<file path="config.mk">
export PLATFORM = sky130hd
export DESIGN_NAME = frame_presentation_sync_clock_flat
export DESIGN_NICKNAME = d
export VERILOG_FILES = /design/src/rtl/fpsc_pkg.sv /design/src/rtl/fpsc_item_if.sv /design/src/rtl/fpsc_result_if.sv /design/src/rtl/frame_presentation_sync_clock.sv /design/src/flat_wrapper.sv
export SDC_FILE = /design/constraint.sdc
export NUM_CORES = 2
export LEC_CHECK = 0
export BUFFER_PORTS_ARGS = -buffer_cell sky130_fd_sc_hd__buf_2
export CAP_MARGIN = 10
export CORE_UTILIZATION = 40
export CTS_BUF_LIST = sky130_fd_sc_hd__clkbuf_4 sky130_fd_sc_hd__clkbuf_8 sky130_fd_sc_hd__clkbuf_16
export CTS_CLUSTER_DIAMETER = 120
export CTS_CLUSTER_SIZE = 8
export DETAILED_ROUTE_END_ITERATION = 7
export PLACE_DENSITY_LB_ADDON = 0.05
export SETUP_SLACK_MARGIN = 0.02
export SLEW_MARGIN = 10
export SYNTH_ARGS = -nofsm -noshare
export SYNTH_HDL_FRONTEND = slang
export SYNTH_SLANG_ARGS = --single-unit
</file>
<file path="constraint.sdc">
create_clock -name clk_i -period 28.9 [get_ports clk_i]
set_input_delay 1.445 -clock clk_i [delete_from_list [all_inputs] [get_ports clk_i]]
set_output_delay 1.445 -clock clk_i [all_outputs]
set_load 0.02 [all_outputs]
</file>
<file path="src/rtl/fpsc_pkg.sv">
`timescale 1ns / 1ps
// ----------------------------------------------------------------------------
// fpsc_pkg
// Shared types and constants for the frame presentation sync clock block.
// ----------------------------------------------------------------------------
package fpsc_pkg;

  // Configuration port geometry.
  localparam int unsigned CFG_W     = 32;
  localparam int unsigned CFG_IDX_W = 3;

  // The speed field is a fixed 16-bit unsigned fixed-point value.
  localparam int unsigned SPEED_W = 16;

  // Quotient bits the divider retires in one cycle.
  localparam int unsigned DIV_BITS_PER_CYC = 4;

  // Register indexes of the configuration port.
  typedef enum logic [CFG_IDX_W-1:0] {
    CFG_MAX_FRAME_DUR = 3'd0,
    CFG_FRAME_PERIOD  = 3'd1,
    CFG_MIN_THRESHOLD = 3'd2,
    CFG_MAX_THRESHOLD = 3'd3,
    CFG_DUP_THRESHOLD = 3'd4,
    CFG_REFRESH       = 3'd5
  } cfg_idx_e;

  // Register values after reset.
  localparam logic [CFG_W-1:0] RST_MAX_FRAME_DUR = 32'd10000000;
  localparam logic [CFG_W-1:0] RST_FRAME_PERIOD  = 32'd40000;
  localparam logic [CFG_W-1:0] RST_MIN_THRESHOLD = 32'd40000;
  localparam logic [CFG_W-1:0] RST_MAX_THRESHOLD = 32'd100000;
  localparam logic [CFG_W-1:0] RST_DUP_THRESHOLD = 32'd100000;
  localparam logic [CFG_W-1:0] RST_REFRESH       = 32'd10000;

  // Sequencer states, one-hot.
  typedef enum logic [8:0] {
    ST_IDLE = 9'b000000001,
    ST_GAP  = 9'b000000010,
    ST_DIFF = 9'b000000100,
    ST_ADJ  = 9'b000001000,
    ST_DIV  = 9'b000010000,
    ST_TGT  = 9'b000100000,
    ST_REM  = 9'b001000000,
    ST_LAG  = 9'b010000000,
    ST_OUT  = 9'b100000000
  } state_e;

endpackage

</file>
<file path="src/rtl/fpsc_item_if.sv">
`timescale 1ns / 1ps
// ----------------------------------------------------------------------------
// fpsc_item_if
// Input channel: one frame attempt per transaction.
// ----------------------------------------------------------------------------
interface fpsc_item_if #(
  parameter int unsigned TIME_BITS = 47
);
  logic                        valid;
  logic                        ready;
  logic                        sync_enable;
  logic signed [TIME_BITS-1:0] frame_pts;
  logic signed [TIME_BITS-1:0] master_pts;
  logic [15:0]                 speed;
  logic signed [TIME_BITS-1:0] now_time;

  modport source (
    output valid, sync_enable, frame_pts, master_pts, speed, now_time,
    input  ready
  );

  modport sink (
    input  valid, sync_enable, frame_pts, master_pts, speed, now_time,
    output ready
  );
endinterface

</file>
<file path="src/rtl/fpsc_result_if.sv">
`timescale 1ns / 1ps
// ----------------------------------------------------------------------------
// fpsc_result_if
// Output channel: one presentation decision per transaction.
// ----------------------------------------------------------------------------
interface fpsc_result_if #(
  parameter int unsigned TIME_BITS = 47
);
  logic                        valid;
  logic                        ready;
  logic                        show_frame;
  logic [31:0]                 wait_time;
  logic signed [TIME_BITS-1:0] applied_delay;

  modport source (
    output valid, show_frame, wait_time, applied_delay,
    input  ready
  );

  modport sink (
    input  valid, show_frame, wait_time, applied_delay,
    output ready
  );
endinterface

</file>
<file path="src/rtl/frame_presentation_sync_clock.sv">
`timescale 1ns / 1ps
// ----------------------------------------------------------------------------
// frame_presentation_sync_clock
// Paces video frames against a master clock: derives the frame delay from
// the timestamp gap, corrects it by the master clock lag, scales it by the
// playback speed and decides whether the frame is shown now or must wait.
// ----------------------------------------------------------------------------
//  Channel   Direction  Handshake          Payload
//  item_i    in         valid / ready      sync_enable, frame_pts, master_pts,
//                                          speed, now_time
//  result_o  out        valid / ready      show_frame, wait_time, applied_delay
//  cfg       in         cfg_we_i           cfg_idx_i, cfg_data_i
//
//  A shown frame passes through the gap, diff, adjust, divide, target,
//  remainder, lag and output steps; an early frame skips the lag step.
//  The speed divider retires 4 quotient bits a cycle.
//  Reset clears the frame timer, the last timestamp and its valid flag and
//  loads the register defaults. The block takes no item while one is in work;
//  a finished result waits in the output register until it is taken.
// ----------------------------------------------------------------------------
module frame_presentation_sync_clock #(
  parameter int unsigned TIME_BITS       = 47,
  parameter int unsigned SPEED_FRAC_BITS = 12
) (
  input  logic                               clk_i,
  input  logic                               rst_ni,
  fpsc_item_if.sink                          item_i,
  fpsc_result_if.source                      result_o,
  input  logic                               cfg_we_i,
  input  logic [fpsc_pkg::CFG_IDX_W-1:0]     cfg_idx_i,
  input  logic [fpsc_pkg::CFG_W-1:0]         cfg_data_i
);
  import fpsc_pkg::*;

  localparam int unsigned W       = TIME_BITS;
  localparam int unsigned CW      = TIME_BITS + 2;
  localparam int unsigned QW      = TIME_BITS - 1 + SPEED_FRAC_BITS;
  localparam int unsigned DIV_CYC = (QW + DIV_BITS_PER_CYC - 1) / DIV_BITS_PER_CYC;
  localparam int unsigned QPAD    = DIV_CYC * DIV_BITS_PER_CYC;
  localparam int unsigned CNT_W   = $clog2(DIV_CYC);

  localparam logic signed [W-1:0] TMAX = {1'b0, {(W-1){1'b1}}};
  localparam logic signed [W-1:0] TMIN = {1'b1, {(W-1){1'b0}}};

  // Widening helpers for the compare paths.
  function automatic logic signed [CW-1:0] zx(input logic [CFG_W-1:0] v);
    return $signed({{(CW-CFG_W){1'b0}}, v});
  endfunction

  function automatic logic signed [CW-1:0] sx(input logic signed [W-1:0] v);
    return $signed({{2{v[W-1]}}, v});
  endfunction

  // Configuration registers.
  logic [CFG_W-1:0] mfd_q, fp_q, minthr_q, maxthr_q, dupthr_q, refresh_q;

  always_ff @(posedge clk_i or negedge rst_ni) begin
    if (!rst_ni) begin
      mfd_q     <= RST_MAX_FRAME_DUR;
      fp_q      <= RST_FRAME_PERIOD;
      minthr_q  <= RST_MIN_THRESHOLD;
      maxthr_q  <= RST_MAX_THRESHOLD;
      dupthr_q  <= RST_DUP_THRESHOLD;
      refresh_q <= RST_REFRESH;
    end else if (cfg_we_i) begin
      unique case (cfg_idx_i)
        CFG_MAX_FRAME_DUR: mfd_q     <= cfg_data_i;
        CFG_FRAME_PERIOD:  fp_q      <= cfg_data_i;
        CFG_MIN_THRESHOLD: minthr_q  <= cfg_data_i;
        CFG_MAX_THRESHOLD: maxthr_q  <= cfg_data_i;
        CFG_DUP_THRESHOLD: dupthr_q  <= cfg_data_i;
        CFG_REFRESH:       refresh_q <= cfg_data_i;
        default: ;
      endcase
    end
  end

  // Control and persistent state.
  state_e                state_q, state_d;
  logic                  out_valid_q, out_valid_d;
  logic                  last_valid_q, last_valid_d;
  logic signed [W-1:0]   last_pts_q, last_pts_d;
  logic signed [W-1:0]   timer_q, timer_d;

  // Captured item and working registers.
  logic                  sync_q, sync_d;
  logic signed [W-1:0]   pts_q, pts_d, master_q, master_d, now_q, now_d;
  logic [SPEED_W-1:0]    speed_q, speed_d;
  logic signed [W-1:0]   delay_q, delay_d, diff_q, diff_d;
  logic signed [W-1:0]   target_q, target_d, wrap_q, wrap_d, tnext_q, tnext_d;
  logic                  show_q, show_d;
  logic [CFG_W-1:0]      wait_q, wait_d;
  logic [QPAD-1:0]       nq_q, nq_d;
  logic [SPEED_W:0]      rem_q, rem_d;
  logic [CNT_W-1:0]      cnt_q, cnt_d;

  // Output register.
  logic                  out_show_q, out_show_d;
  logic [CFG_W-1:0]      out_wait_q, out_wait_d;
  logic signed [W-1:0]   out_delay_q, out_delay_d;

  // Master clock correction terms.
  logic signed [CW-1:0] delay_x, diff_x, thr_lo, thr;
  logic                 in_win, shrink, grow, add_diff, dbl_sel;
  logic signed [W-1:0]  adj_delay;

  // Shared saturating adder, operands chosen by the sequencer state.
  logic signed [W-1:0]   op_a, op_b;
  logic                  op_sub;
  logic signed [W:0]     sum_x;
  logic signed [W-1:0]   sum_sat;
  logic signed [CW-1:0]  sum_sx;

  always_comb begin
    op_a   = '0;
    op_b   = '0;
    op_sub = 1'b0;
    unique case (state_q)
      ST_GAP:  begin op_a = pts_q;    op_b = last_pts_q; op_sub = 1'b1; end
      ST_DIFF: begin op_a = pts_q;    op_b = master_q;   op_sub = 1'b1; end
      ST_ADJ:  begin op_a = delay_q;  op_b = dbl_sel ? delay_q : diff_q; end
      ST_TGT:  begin op_a = timer_q;  op_b = delay_q; end
      ST_REM:  begin op_a = target_q; op_b = now_q;      op_sub = 1'b1; end
      ST_LAG:  begin op_a = now_q;    op_b = wrap_q;     op_sub = 1'b1; end
      default: ;
    endcase
  end

  assign sum_x   = op_sub ? ($signed({op_a[W-1], op_a}) - $signed({op_b[W-1], op_b}))
                          : ($signed({op_a[W-1], op_a}) + $signed({op_b[W-1], op_b}));
  assign sum_sat = (sum_x[W] != sum_x[W-1]) ? (sum_x[W] ? TMIN : TMAX) : sum_x[W-1:0];
  assign sum_sx  = sx(sum_sat);

  // Nominal delay: frame period clamped to the time range.
  logic signed [W-1:0] fp_sat;
  assign fp_sat = (zx(fp_q) > sx(TMAX)) ? TMAX : $signed(W'(fp_q));

  // Master clock correction rules.
  always_comb begin
    delay_x  = sx(delay_q);
    diff_x   = sx(diff_q);
    thr_lo   = (delay_x < zx(maxthr_q)) ? delay_x : zx(maxthr_q);
    thr      = (thr_lo < zx(minthr_q)) ? zx(minthr_q) : thr_lo;
    in_win   = (diff_x < zx(mfd_q)) && (diff_x > -zx(mfd_q));
    shrink   = (master_q > 0) && in_win && (diff_x <= -thr);
    grow     = (master_q > 0) && in_win && !shrink && (diff_x >= thr);
    add_diff = grow && (delay_x > zx(dupthr_q));
    dbl_sel  = grow && !add_diff;
    if (shrink) begin
      adj_delay = sum_sat[W-1] ? '0 : sum_sat;
    end else if (grow) begin
      adj_delay = sum_sat;
    end else begin
      adj_delay = delay_q;
    end
  end

  // Divider: four restoring steps per cycle on the quotient shift register.
  logic [SPEED_W:0] div_s;
  logic [QPAD-1:0]  nq_nxt;
  logic [SPEED_W:0] rem_nxt;
  logic             q_bit;

  assign div_s = (speed_q == '0) ? (SPEED_W+1)'(1) : {1'b0, speed_q};

  always_comb begin
    nq_nxt  = nq_q;
    rem_nxt = rem_q;
    q_bit   = 1'b0;
    for (int k = 0; k < DIV_BITS_PER_CYC; k++) begin
      rem_nxt = {rem_nxt[SPEED_W-1:0], nq_nxt[QPAD-1]};
      q_bit   = (rem_nxt >= div_s);
      if (q_bit) begin
        rem_nxt = rem_nxt - div_s;
      end
      nq_nxt = {nq_nxt[QPAD-2:0], q_bit};
    end
  end

  // Sequencer and datapath next values.
  always_comb begin
    state_d      = state_q;
    out_valid_d  = out_valid_q;
    last_valid_d = last_valid_q;
    last_pts_d   = last_pts_q;
    timer_d      = timer_q;
    sync_d       = sync_q;
    pts_d        = pts_q;
    master_d     = master_q;
    now_d        = now_q;
    speed_d      = speed_q;
    delay_d      = delay_q;
    diff_d       = diff_q;
    target_d     = target_q;
    wrap_d       = wrap_q;
    tnext_d      = tnext_q;
    show_d       = show_q;
    wait_d       = wait_q;
    nq_d         = nq_q;
    rem_d        = rem_q;
    cnt_d        = cnt_q;
    out_show_d   = out_show_q;
    out_wait_d   = out_wait_q;
    out_delay_d  = out_delay_q;

    // The output register empties when its transaction completes.
    if (out_valid_q && result_o.ready) begin
      out_valid_d = 1'b0;
    end

    unique case (state_q)
      ST_IDLE: begin
        if (item_i.valid) begin
          sync_d   = item_i.sync_enable;
          pts_d    = item_i.frame_pts;
          master_d = item_i.master_pts;
          speed_d  = item_i.speed;
          now_d    = item_i.now_time;
          state_d  = ST_GAP;
        end
      end
      ST_GAP: begin
        // Gap since the last shown frame, if plausible.
        if (last_valid_q && (sum_sx > 0) && (sum_sx <= zx(mfd_q))) begin
          delay_d = sum_sat;
        end else begin
          delay_d = fp_sat;
        end
        state_d = ST_DIFF;
      end
      ST_DIFF: begin
        diff_d  = sum_sat;
        state_d = ST_ADJ;
      end
      ST_ADJ: begin
        nq_d    = QPAD'({adj_delay[W-2:0], {SPEED_FRAC_BITS{1'b0}}});
        rem_d   = '0;
        cnt_d   = CNT_W'(DIV_CYC - 1);
        state_d = ST_DIV;
      end
      ST_DIV: begin
        nq_d  = nq_nxt;
        rem_d = rem_nxt;
        if (cnt_q == '0) begin
          delay_d = (|nq_nxt[QPAD-1:W-1]) ? TMAX : $signed({1'b0, nq_nxt[W-2:0]});
          state_d = ST_TGT;
        end else begin
          cnt_d = cnt_q - 1'b1;
        end
      end
      ST_TGT: begin
        target_d = sum_sat;
        wrap_d   = sum_x[W-1:0];
        state_d  = ST_REM;
      end
      ST_REM: begin
        // Early frame: report the time left, bounded by the refresh period.
        if (sync_q && (sum_sx > 0)) begin
          show_d  = 1'b0;
          wait_d  = (sum_sx > zx(refresh_q)) ? refresh_q : sum_sat[CFG_W-1:0];
          state_d = ST_OUT;
        end else begin
          state_d = ST_LAG;
        end
      end
      ST_LAG: begin
        // Snap the timer to now when it lags too far or pacing is off.
        if (!sync_q || ((delay_q != '0) && (sum_sx > zx(maxthr_q)))) begin
          tnext_d = now_q;
        end else begin
          tnext_d = wrap_q;
        end
        show_d  = 1'b1;
        wait_d  = '0;
        state_d = ST_OUT;
      end
      ST_OUT: begin
        if (!out_valid_q || result_o.ready) begin
          out_valid_d = 1'b1;
          out_show_d  = show_q;
          out_wait_d  = wait_q;
          out_delay_d = delay_q;
          if (show_q) begin
            last_pts_d   = pts_q;
            last_valid_d = 1'b1;
            timer_d      = tnext_q;
          end
          state_d = ST_IDLE;
        end
      end
      default: state_d = ST_IDLE;
    endcase
  end

  // Control registers.
  always_ff @(posedge clk_i or negedge rst_ni) begin
    if (!rst_ni) begin
      state_q      <= ST_IDLE;
      out_valid_q  <= 1'b0;
      last_valid_q <= 1'b0;
      last_pts_q   <= '0;
      timer_q      <= '0;
    end else begin
      state_q      <= state_d;
      out_valid_q  <= out_valid_d;
      last_valid_q <= last_valid_d;
      last_pts_q   <= last_pts_d;
      timer_q      <= timer_d;
    end
  end

  // Payload registers.
  always_ff @(posedge clk_i) begin
    sync_q      <= sync_d;
    pts_q       <= pts_d;
    master_q    <= master_d;
    now_q       <= now_d;
    speed_q     <= speed_d;
    delay_q     <= delay_d;
    diff_q      <= diff_d;
    target_q    <= target_d;
    wrap_q      <= wrap_d;
    tnext_q     <= tnext_d;
    show_q      <= show_d;
    wait_q      <= wait_d;
    nq_q        <= nq_d;
    rem_q       <= rem_d;
    cnt_q       <= cnt_d;
    out_show_q  <= out_show_d;
    out_wait_q  <= out_wait_d;
    out_delay_q <= out_delay_d;
  end

  // Channel outputs.
  assign item_i.ready           = (state_q == ST_IDLE);
  assign result_o.valid         = out_valid_q;
  assign result_o.show_frame    = out_show_q;
  assign result_o.wait_time     = out_wait_q;
  assign result_o.applied_delay = out_delay_q;

  // A shown frame always leaves a valid previous timestamp behind.
  a_shown_sets_last: assert property (@(posedge clk_i) disable iff (!rst_ni)
    (out_valid_q && out_show_q) |-> last_valid_q)
    else $error("shown frame without valid last timestamp");

  // A shown frame reports no wait; an early one never exceeds the refresh period.
  a_shown_no_wait: assert property (@(posedge clk_i) disable iff (!rst_ni)
    (out_valid_q && out_show_q) |-> (out_wait_q == '0))
    else $error("shown frame with nonzero wait");

  a_wait_bounded: assert property (@(posedge clk_i) disable iff (!rst_ni)
    (out_valid_q && !out_show_q) |-> (out_wait_q <= refresh_q))
    else $error("wait time above refresh period");

  // The scaled delay is never negative.
  a_delay_nonneg: assert property (@(posedge clk_i) disable iff (!rst_ni)
    out_valid_q |-> !out_delay_q[W-1])
    else $error("negative applied delay");

  // The divider keeps iterating until its count runs out.
  a_div_runs: assert property (@(posedge clk_i) disable iff (!rst_ni)
    ((state_q == ST_DIV) && (cnt_q != '0)) |=> (state_q == ST_DIV))
    else $error("divider left early");

  // An accepted item starts the sequence at the gap step.
  a_accept_starts: assert property (@(posedge clk_i) disable iff (!rst_ni)
    (item_i.valid && item_i.ready) |=> (state_q == ST_GAP))
    else $error("accepted item did not start processing");

endmodule
</file>
<file path="src/flat_wrapper.sv">
// flat-port wrapper written by rule: the top's interface ports become plain ports
module frame_presentation_sync_clock_flat import fpsc_pkg::*;
#(
  parameter int unsigned TIME_BITS       = 47,
  parameter int unsigned SPEED_FRAC_BITS = 12
)
  (clk_i, rst_ni, cfg_we_i, cfg_idx_i, cfg_data_i, item_i_valid, item_i_sync_enable, item_i_frame_pts, item_i_master_pts, item_i_speed, item_i_now_time, item_i_ready, result_o_valid, result_o_show_frame, result_o_wait_time, result_o_applied_delay, result_o_ready);
  fpsc_item_if #(.TIME_BITS(TIME_BITS)) item_i_i ();
  fpsc_result_if #(.TIME_BITS(TIME_BITS)) result_o_i ();
  input  logic clk_i;
  input  logic rst_ni;
  input  logic cfg_we_i;
  input  logic [fpsc_pkg::CFG_IDX_W-1:0] cfg_idx_i;
  input  logic [fpsc_pkg::CFG_W-1:0] cfg_data_i;
  input wire logic [$bits(item_i_i.valid)-1:0] item_i_valid;
  input wire logic [$bits(item_i_i.sync_enable)-1:0] item_i_sync_enable;
  input wire logic [$bits(item_i_i.frame_pts)-1:0] item_i_frame_pts;
  input wire logic [$bits(item_i_i.master_pts)-1:0] item_i_master_pts;
  input wire logic [$bits(item_i_i.speed)-1:0] item_i_speed;
  input wire logic [$bits(item_i_i.now_time)-1:0] item_i_now_time;
  output wire logic [$bits(item_i_i.ready)-1:0] item_i_ready;
  output wire logic [$bits(result_o_i.valid)-1:0] result_o_valid;
  output wire logic [$bits(result_o_i.show_frame)-1:0] result_o_show_frame;
  output wire logic [$bits(result_o_i.wait_time)-1:0] result_o_wait_time;
  output wire logic [$bits(result_o_i.applied_delay)-1:0] result_o_applied_delay;
  input wire logic [$bits(result_o_i.ready)-1:0] result_o_ready;
  assign item_i_i.valid = item_i_valid;
  assign item_i_i.sync_enable = item_i_sync_enable;
  assign item_i_i.frame_pts = item_i_frame_pts;
  assign item_i_i.master_pts = item_i_master_pts;
  assign item_i_i.speed = item_i_speed;
  assign item_i_i.now_time = item_i_now_time;
  assign item_i_ready = item_i_i.ready;
  assign result_o_valid = result_o_i.valid;
  assign result_o_show_frame = result_o_i.show_frame;
  assign result_o_wait_time = result_o_i.wait_time;
  assign result_o_applied_delay = result_o_i.applied_delay;
  assign result_o_i.ready = result_o_ready;
  frame_presentation_sync_clock #(.TIME_BITS(TIME_BITS), .SPEED_FRAC_BITS(SPEED_FRAC_BITS)) u_core (.clk_i(clk_i), .rst_ni(rst_ni), .item_i(item_i_i), .result_o(result_o_i), .cfg_we_i(cfg_we_i), .cfg_idx_i(cfg_idx_i), .cfg_data_i(cfg_data_i));
endmodule
</file>
-- After elaboration in Yosys (flattened, before gate mapping)
Index checks and enable logic that the tools add are counted.
W data, S select, Z words.
- add/sub/neg operators: 9
- order comparisons: 16
- muxes and demuxes: 39
- reduce and logical (&&, ||, !) cells: 41
- equality and inequality tests: 20
- operators by type and width (operator ; number):
    $mux W47 ; 6
    $pmux W47 S6 ; 1
    $pmux W47 S5 ; 1
    $mux W46 ; 4
    $gt A47 B33 Y1 ; 3
    $pmux W60 S2 ; 1
    $mux W49 ; 2
    $gt A47 B1 Y1 const B ; 2
    $lt A47 B33 Y1 ; 2
    $pmux W47 S2 ; 1
    $pmux W9 S9 ; 1
    $mux W16 ; 5
    $ge A17 B16 Y1 ; 4
    $mux W32 ; 2
    $pmux W32 S2 ; 1
    $sub A16 B16 Y16 ; 4
    $ge A47 B49 Y1 ; 1
    $gt A47 B49 Y1 ; 1
    $le A47 B49 Y1 ; 1
    $lt A49 B33 Y1 ; 1
    $neg A32 Y49 ; 1
    $neg A49 Y49 ; 1
    $add A47 B47 Y48 ; 1
    $mux W48 ; 1
    other kinds (37) ; 77
- logic and storage cells: 154
- input port bits: 198
- output and inout bits: 82
- bits in registers: 883

-- Depth between registers and ports, before layout
- depth after elaboration: 24
- gate-level depth with buffers: 118
- gate-level depth less buffers: 108

-- Least setup slack after synthesis
Ideal clock, no wire load.
- kind: register -> register
- start: register u_core.delay_q[1]
- end: register u_core.delay_q[31] (data pin)
- required time: 28.630 ns
- path buffers: 14
- arrival time: 20.925 ns
- stages on the path, launching flop included: 114
- library setup time: 0.270 ns
- path slack: 7.705 ns
- cell sequence: edfxtp_1 ha_1 a21o_1 a21o_1 a21o_1 a21o_1 a21o_1 a21oi_1 nor2b_1 o21ai_0 nand2b_1 a21oi_1 nor2b_1 o21ai_0 nand2b_1 a21oi_1 o211a_1 o21ai_0 [78 not listed] ha_1 a21oi_1 nor2b_1 o21ai_0 nand2b_1 a21oi_1 nor2b_1 o21ai_0 nand2b_1 a211oi_1 o21ai_0 a2111oi_0 o211ai_1 nor4_1 nand3_1 buf_2 mux2i_1 a21oi_1
- cells in the longest elaborated chain, start to end: 24
- elaborated cells on any way between the ends: 30
- ends and longest elaborated chain (element ; RTL line ; text):
    start, declared ; frame_presentation_sync_clock.sv:89 ; logic signed [W-1:0] delay_q, delay_d, diff_q, diff_d;
    start signal, assigned ; frame_presentation_sync_clock.sv:319 ; delay_q <= delay_d;
    $lt A47 B33 Y1 ; frame_presentation_sync_clock.sv:142 ; thr_lo = (delay_x < zx(maxthr_q)) ? delay_x : zx(maxthr_q);
    $mux W49 ; frame_presentation_sync_clock.sv:142 ;
    $lt A49 B33 Y1 ; frame_presentation_sync_clock.sv:143 ; thr = (thr_lo < zx(minthr_q)) ? zx(minthr_q) : thr_lo;
    $mux W49 ; frame_presentation_sync_clock.sv:143 ;
    $neg A49 Y49 ; frame_presentation_sync_clock.sv:145 ; shrink = (master_q > 0) && in_win && (diff_x <= -thr);
    $le A47 B49 Y1 ; frame_presentation_sync_clock.sv:145 ;
    $logic_and A1 B1 Y1 ; frame_presentation_sync_clock.sv:145 ;
    $logic_not A1 Y1 ; frame_presentation_sync_clock.sv:146 ; grow = (master_q > 0) && in_win && !shrink && (diff_x >= thr);
    [9 not listed] ; -- ;
    net u_core.sum_x[46] ; frame_presentation_sync_clock.sv:110 ; logic signed [W:0] sum_x;
    [1 not listed] ; -- ;
    $mux W47 * ; frame_presentation_sync_clock.sv:131 ; assign sum_sat = (sum_x[W] != sum_x[W-1]) ? (sum_x[W] ? TMIN : TMAX) : sum_x[W-1:0];
    net u_core.sum_sat[24] ; frame_presentation_sync_clock.sv:111 ; logic signed [W-1:0] sum_sat;
    $gt A47 B1 Y1 ; frame_presentation_sync_clock.sv:224 ; if (last_valid_q && (sum_sx > 0) && (sum_sx <= zx(mfd_q))) begin
    $logic_and A1 B1 Y1 ; frame_presentation_sync_clock.sv:224 ;
    $logic_and A1 B1 Y1 * ; frame_presentation_sync_clock.sv:224 ;
    $mux W47 * ; frame_presentation_sync_clock.sv:224 ;
    $pmux W47 S2 * ; frame_presentation_sync_clock.sv:211 ; unique case (state_q)
    net u_core.delay_d[31] ; frame_presentation_sync_clock.sv:89 ;
Mark *: on every way through the listed nets, which the timed path passes. The rest lies on a longest branch.
A chain may end at the register's enable or synchronous reset.

-- Worst setup path after layout
- start: register u_core.delay_q[1]
- end: register u_core.delay_q[27] (data pin)
Same word-level chain as after synthesis.

==> metrics.txt <==
outcome finished, violations left; violated checks design-rule violations; Critical R2R Launch u_core.delay_q[1]; met3 usage 4.42%; height of the die 369 um; CP bufs+invs 4; Area growth syn-to-layout 14.4%; DRT iter0 DRCs 4568; dominant register cell in the synthesized netlist edfxtp_1; end of the worst register-to-register path u_core.delay_q[27]; total number of H-tree levels 3; fraction of layout instances using a drive strength above 1 20.0%; total via count after detailed routing 42600; worst relative slew slack 15.7%; number of hold buffers added after CTS 0; via count of the first global-routing pass 41000; Seq/Total Area, Yosys 46.6%; arrival time at the worst endpoint 26.88 ns; initial antenna violation count 14; period utilization 91.4%; core box area 133000 um^2; number of nets with antenna violations after detailed routing 0; Placer Congestion 0.939; classification of the worst-slack hold path reg2reg; first-pass GRT wire length 302 mm; routed length per placed instance 29.8 um; Net count, final 5933; CTS Sinks 883; overall routing resource usage 30.7%; Ys Warns 0; most common cell after layout, fill and taps aside edfxtp_1; Root Buffer Master clkbuf_16; total global routing overflow 0; starting utilization of the core area 40.3%; Max clock buf depth 3; final-report setup violation count 0; count of pins on the block boundary 280; worst setup margin 2.49 ns; total number of placement rows 134; Max Slew Vio Count 0; count of different cell masters after synthesis 100; critical path's largest stage delay 0.93 ns; Hold Fails Final Rpt 0; Syn Nets 5615; Avg Inst Size Synth 10.9 um^2; count of maximum capacitance violations 0; CP required 29.38 ns; slowest CP cell nor2_2; Crit path depth 104; worst setup path category reg2reg; number of flops mapped to enable cells by yosys 586; clock-pin slew reported for the worst setup and hold paths after clock tree synthesis 0.05 ns; area of the die 136000 um^2; largest net degree at the start of global routing 144; DRC violation count after routing 15; GR Layer Usage met2 49.4%; Final min period 26.41 ns; fraction of registers with async set or reset after synthesis 33.6%; critical path's top delay family compound AO/OA/AOI/OAI gates; Hold Crit Depth 0; element type at the critical path end flop; DP HPWL 155 mm; r2r worst-path depth 104; Total Neg Setup Slack 0 ns; Clk Latency, worst-skew pair 0.79 ns; combined area of all synthesized cells 53800 um^2; worst clock skew 0.0384 ns; count of cells resized by post-cts repair 0; Setup WS pre-CTS 3.29 ns; Worst R2R Setup Slack 2.49 ns; Gate Count Post-Synth 4929; Total Wirelength 212 mm; Worst Hold End u_core.result_o.wait_time[13]; met1 capacity usage during global routing 41.6%; GR peak layer met2; width of the die 369 um; Post-CTS Setup Inserts 0; number of storage elements in the synthesis netlist 883; worst hold slack across all endpoints 0.415 ns; port bufs 279; Crit path top cell by count o21ai_0; startpoint of the most critical hold path u_core.wait_q[13]; Least-Margin Pin Slew 1.26 ns; TritonCTS clock tree built; achievable frequency 37.9 MHz; number of buffers inserted during clock tree synthesis 120; highest fanout seen on the critical path 37; routed vias/inst 5.98; RSZ-0062 raised after global routing false; Initial DRT Pass Iterations 8; type of element launching the critical path flop; most used cells in the layout excluding fill and tap cells edfxtp_1, ha_1, nand2_1
==> routing by layer <==
layer / wire (um) / vias to the layer above
met4: 8490 / 2
met5: 12 / -
met3: 13200 / 349
li1: - / 19300
met2: 98100 / 1754
met1: 92400 / 21300
==> registers in the layout, indices dropped and copies added (netlist names), 47 cells and up <==
name                           cells
u_core.tnext_q                    47
u_core.wrap_q                     47
u_core.now_q                      47
u_core.last_pts_q                 47
u_core.diff_q                     47
u_core.result_o.applied_delay     47
u_core.pts_q                      47
u_core.target_q                   47
u_core.delay_q                    47
u_core.timer_q                    47
u_core.master_q                   47
u_core.nq_q                       60
==> cell type report <==
type,instances,area (um^2)
diodes,6,15.0
clock buffers,219,3770
clock inverters,6,88.8
fillers,12600,71900
inverters,280,1050
multi-input cells,3551,26900
flip-flops and latches,883,25100
well taps,1768,2210
repair buffers,411,2420
==> worst max-delay path by stage <==
stage                       from                 end  slack (ns)
2_1_floorplan  u_core.delay_q[1]  u_core.delay_q[31]        7.70
3_3_place_gp   u_core.delay_q[1]  u_core.delay_q[26]        3.79
3_5_place_dp   u_core.delay_q[1]  u_core.delay_q[15]        3.29
4_1_cts        u_core.delay_q[1]   u_core.delay_q[2]        3.16
5_1_grt        u_core.delay_q[1]  u_core.delay_q[18]         1.0
6_report       u_core.delay_q[1]  u_core.delay_q[27]        2.49
==> logic make-up (layout without fill, tap and decap cells) <==
logic type | count (synthesis) | after routing | share of synthesized area, %
muxes | 390 | 390 | 8.18
other | 1 | 7 | 0.00697
buffers and inverters | 495 | 916 | 3.71
AOI/OAI and AO/OA | 1156 | 1156 | 14.8
DFF | 883 | 883 | 46.6
and+or+nand+nor | 1315 | 1315 | 12.0
xor gates and xnor gates | 201 | 201 | 3.27
adders and majority gates | 488 | 488 | 11.4
==> synthesized netlist by cell type, drive strengths merged, types with 36 or more instances <==
| cell | count | area share (%) |
|---|---|---|
| edfxtp | 586 | 33 |
| ha | 483 | 11 |
| nand2 | 386 | 2.7 |
| nor2 | 310 | 2.2 |
| mux2 | 304 | 6.6 |
| inv | 280 | 2.0 |
| a21oi | 265 | 2.5 |
| dfrtp | 261 | 12 |
| o21ai | 260 | 2.4 |
| clkbuf | 162 | 1.1 |
| xnor2 | 127 | 2.1 |
| a22oi | 115 | 1.6 |
| nor3 | 114 | 1.1 |
| a21o | 104 | 1.5 |
| nand4 | 94 | 1.1 |
| mux2i | 86 | 1.6 |
| a222oi | 81 | 1.5 |
| xor2 | 74 | 1.2 |
| nand3 | 63 | 0.59 |
| nor4 | 61 | 0.77 |
| nor2b | 60 | 0.70 |
| a211oi | 56 | 0.80 |
| buf | 53 | 0.62 |
| nand2b | 53 | 0.62 |
| and2 | 45 | 0.52 |
| a221oi | 38 | 0.62 |
| and3 | 38 | 0.44 |
| dfstp | 36 | 1.8 |
==> stage by stage <==
step	std cells	area (um^2)	util (%)
floorplan	4929	53800	-
global placement	6893	57700	43.2
detailed placement	6893	57700	43.2
CTS	7118	61500	46.1
global route	7121	61600	46.1
finish	7124	61600	46.1
Power is left out: the tool's default activity adds up to more than one toggle a clock period on the data nets, which glitch-free logic cannot reach.
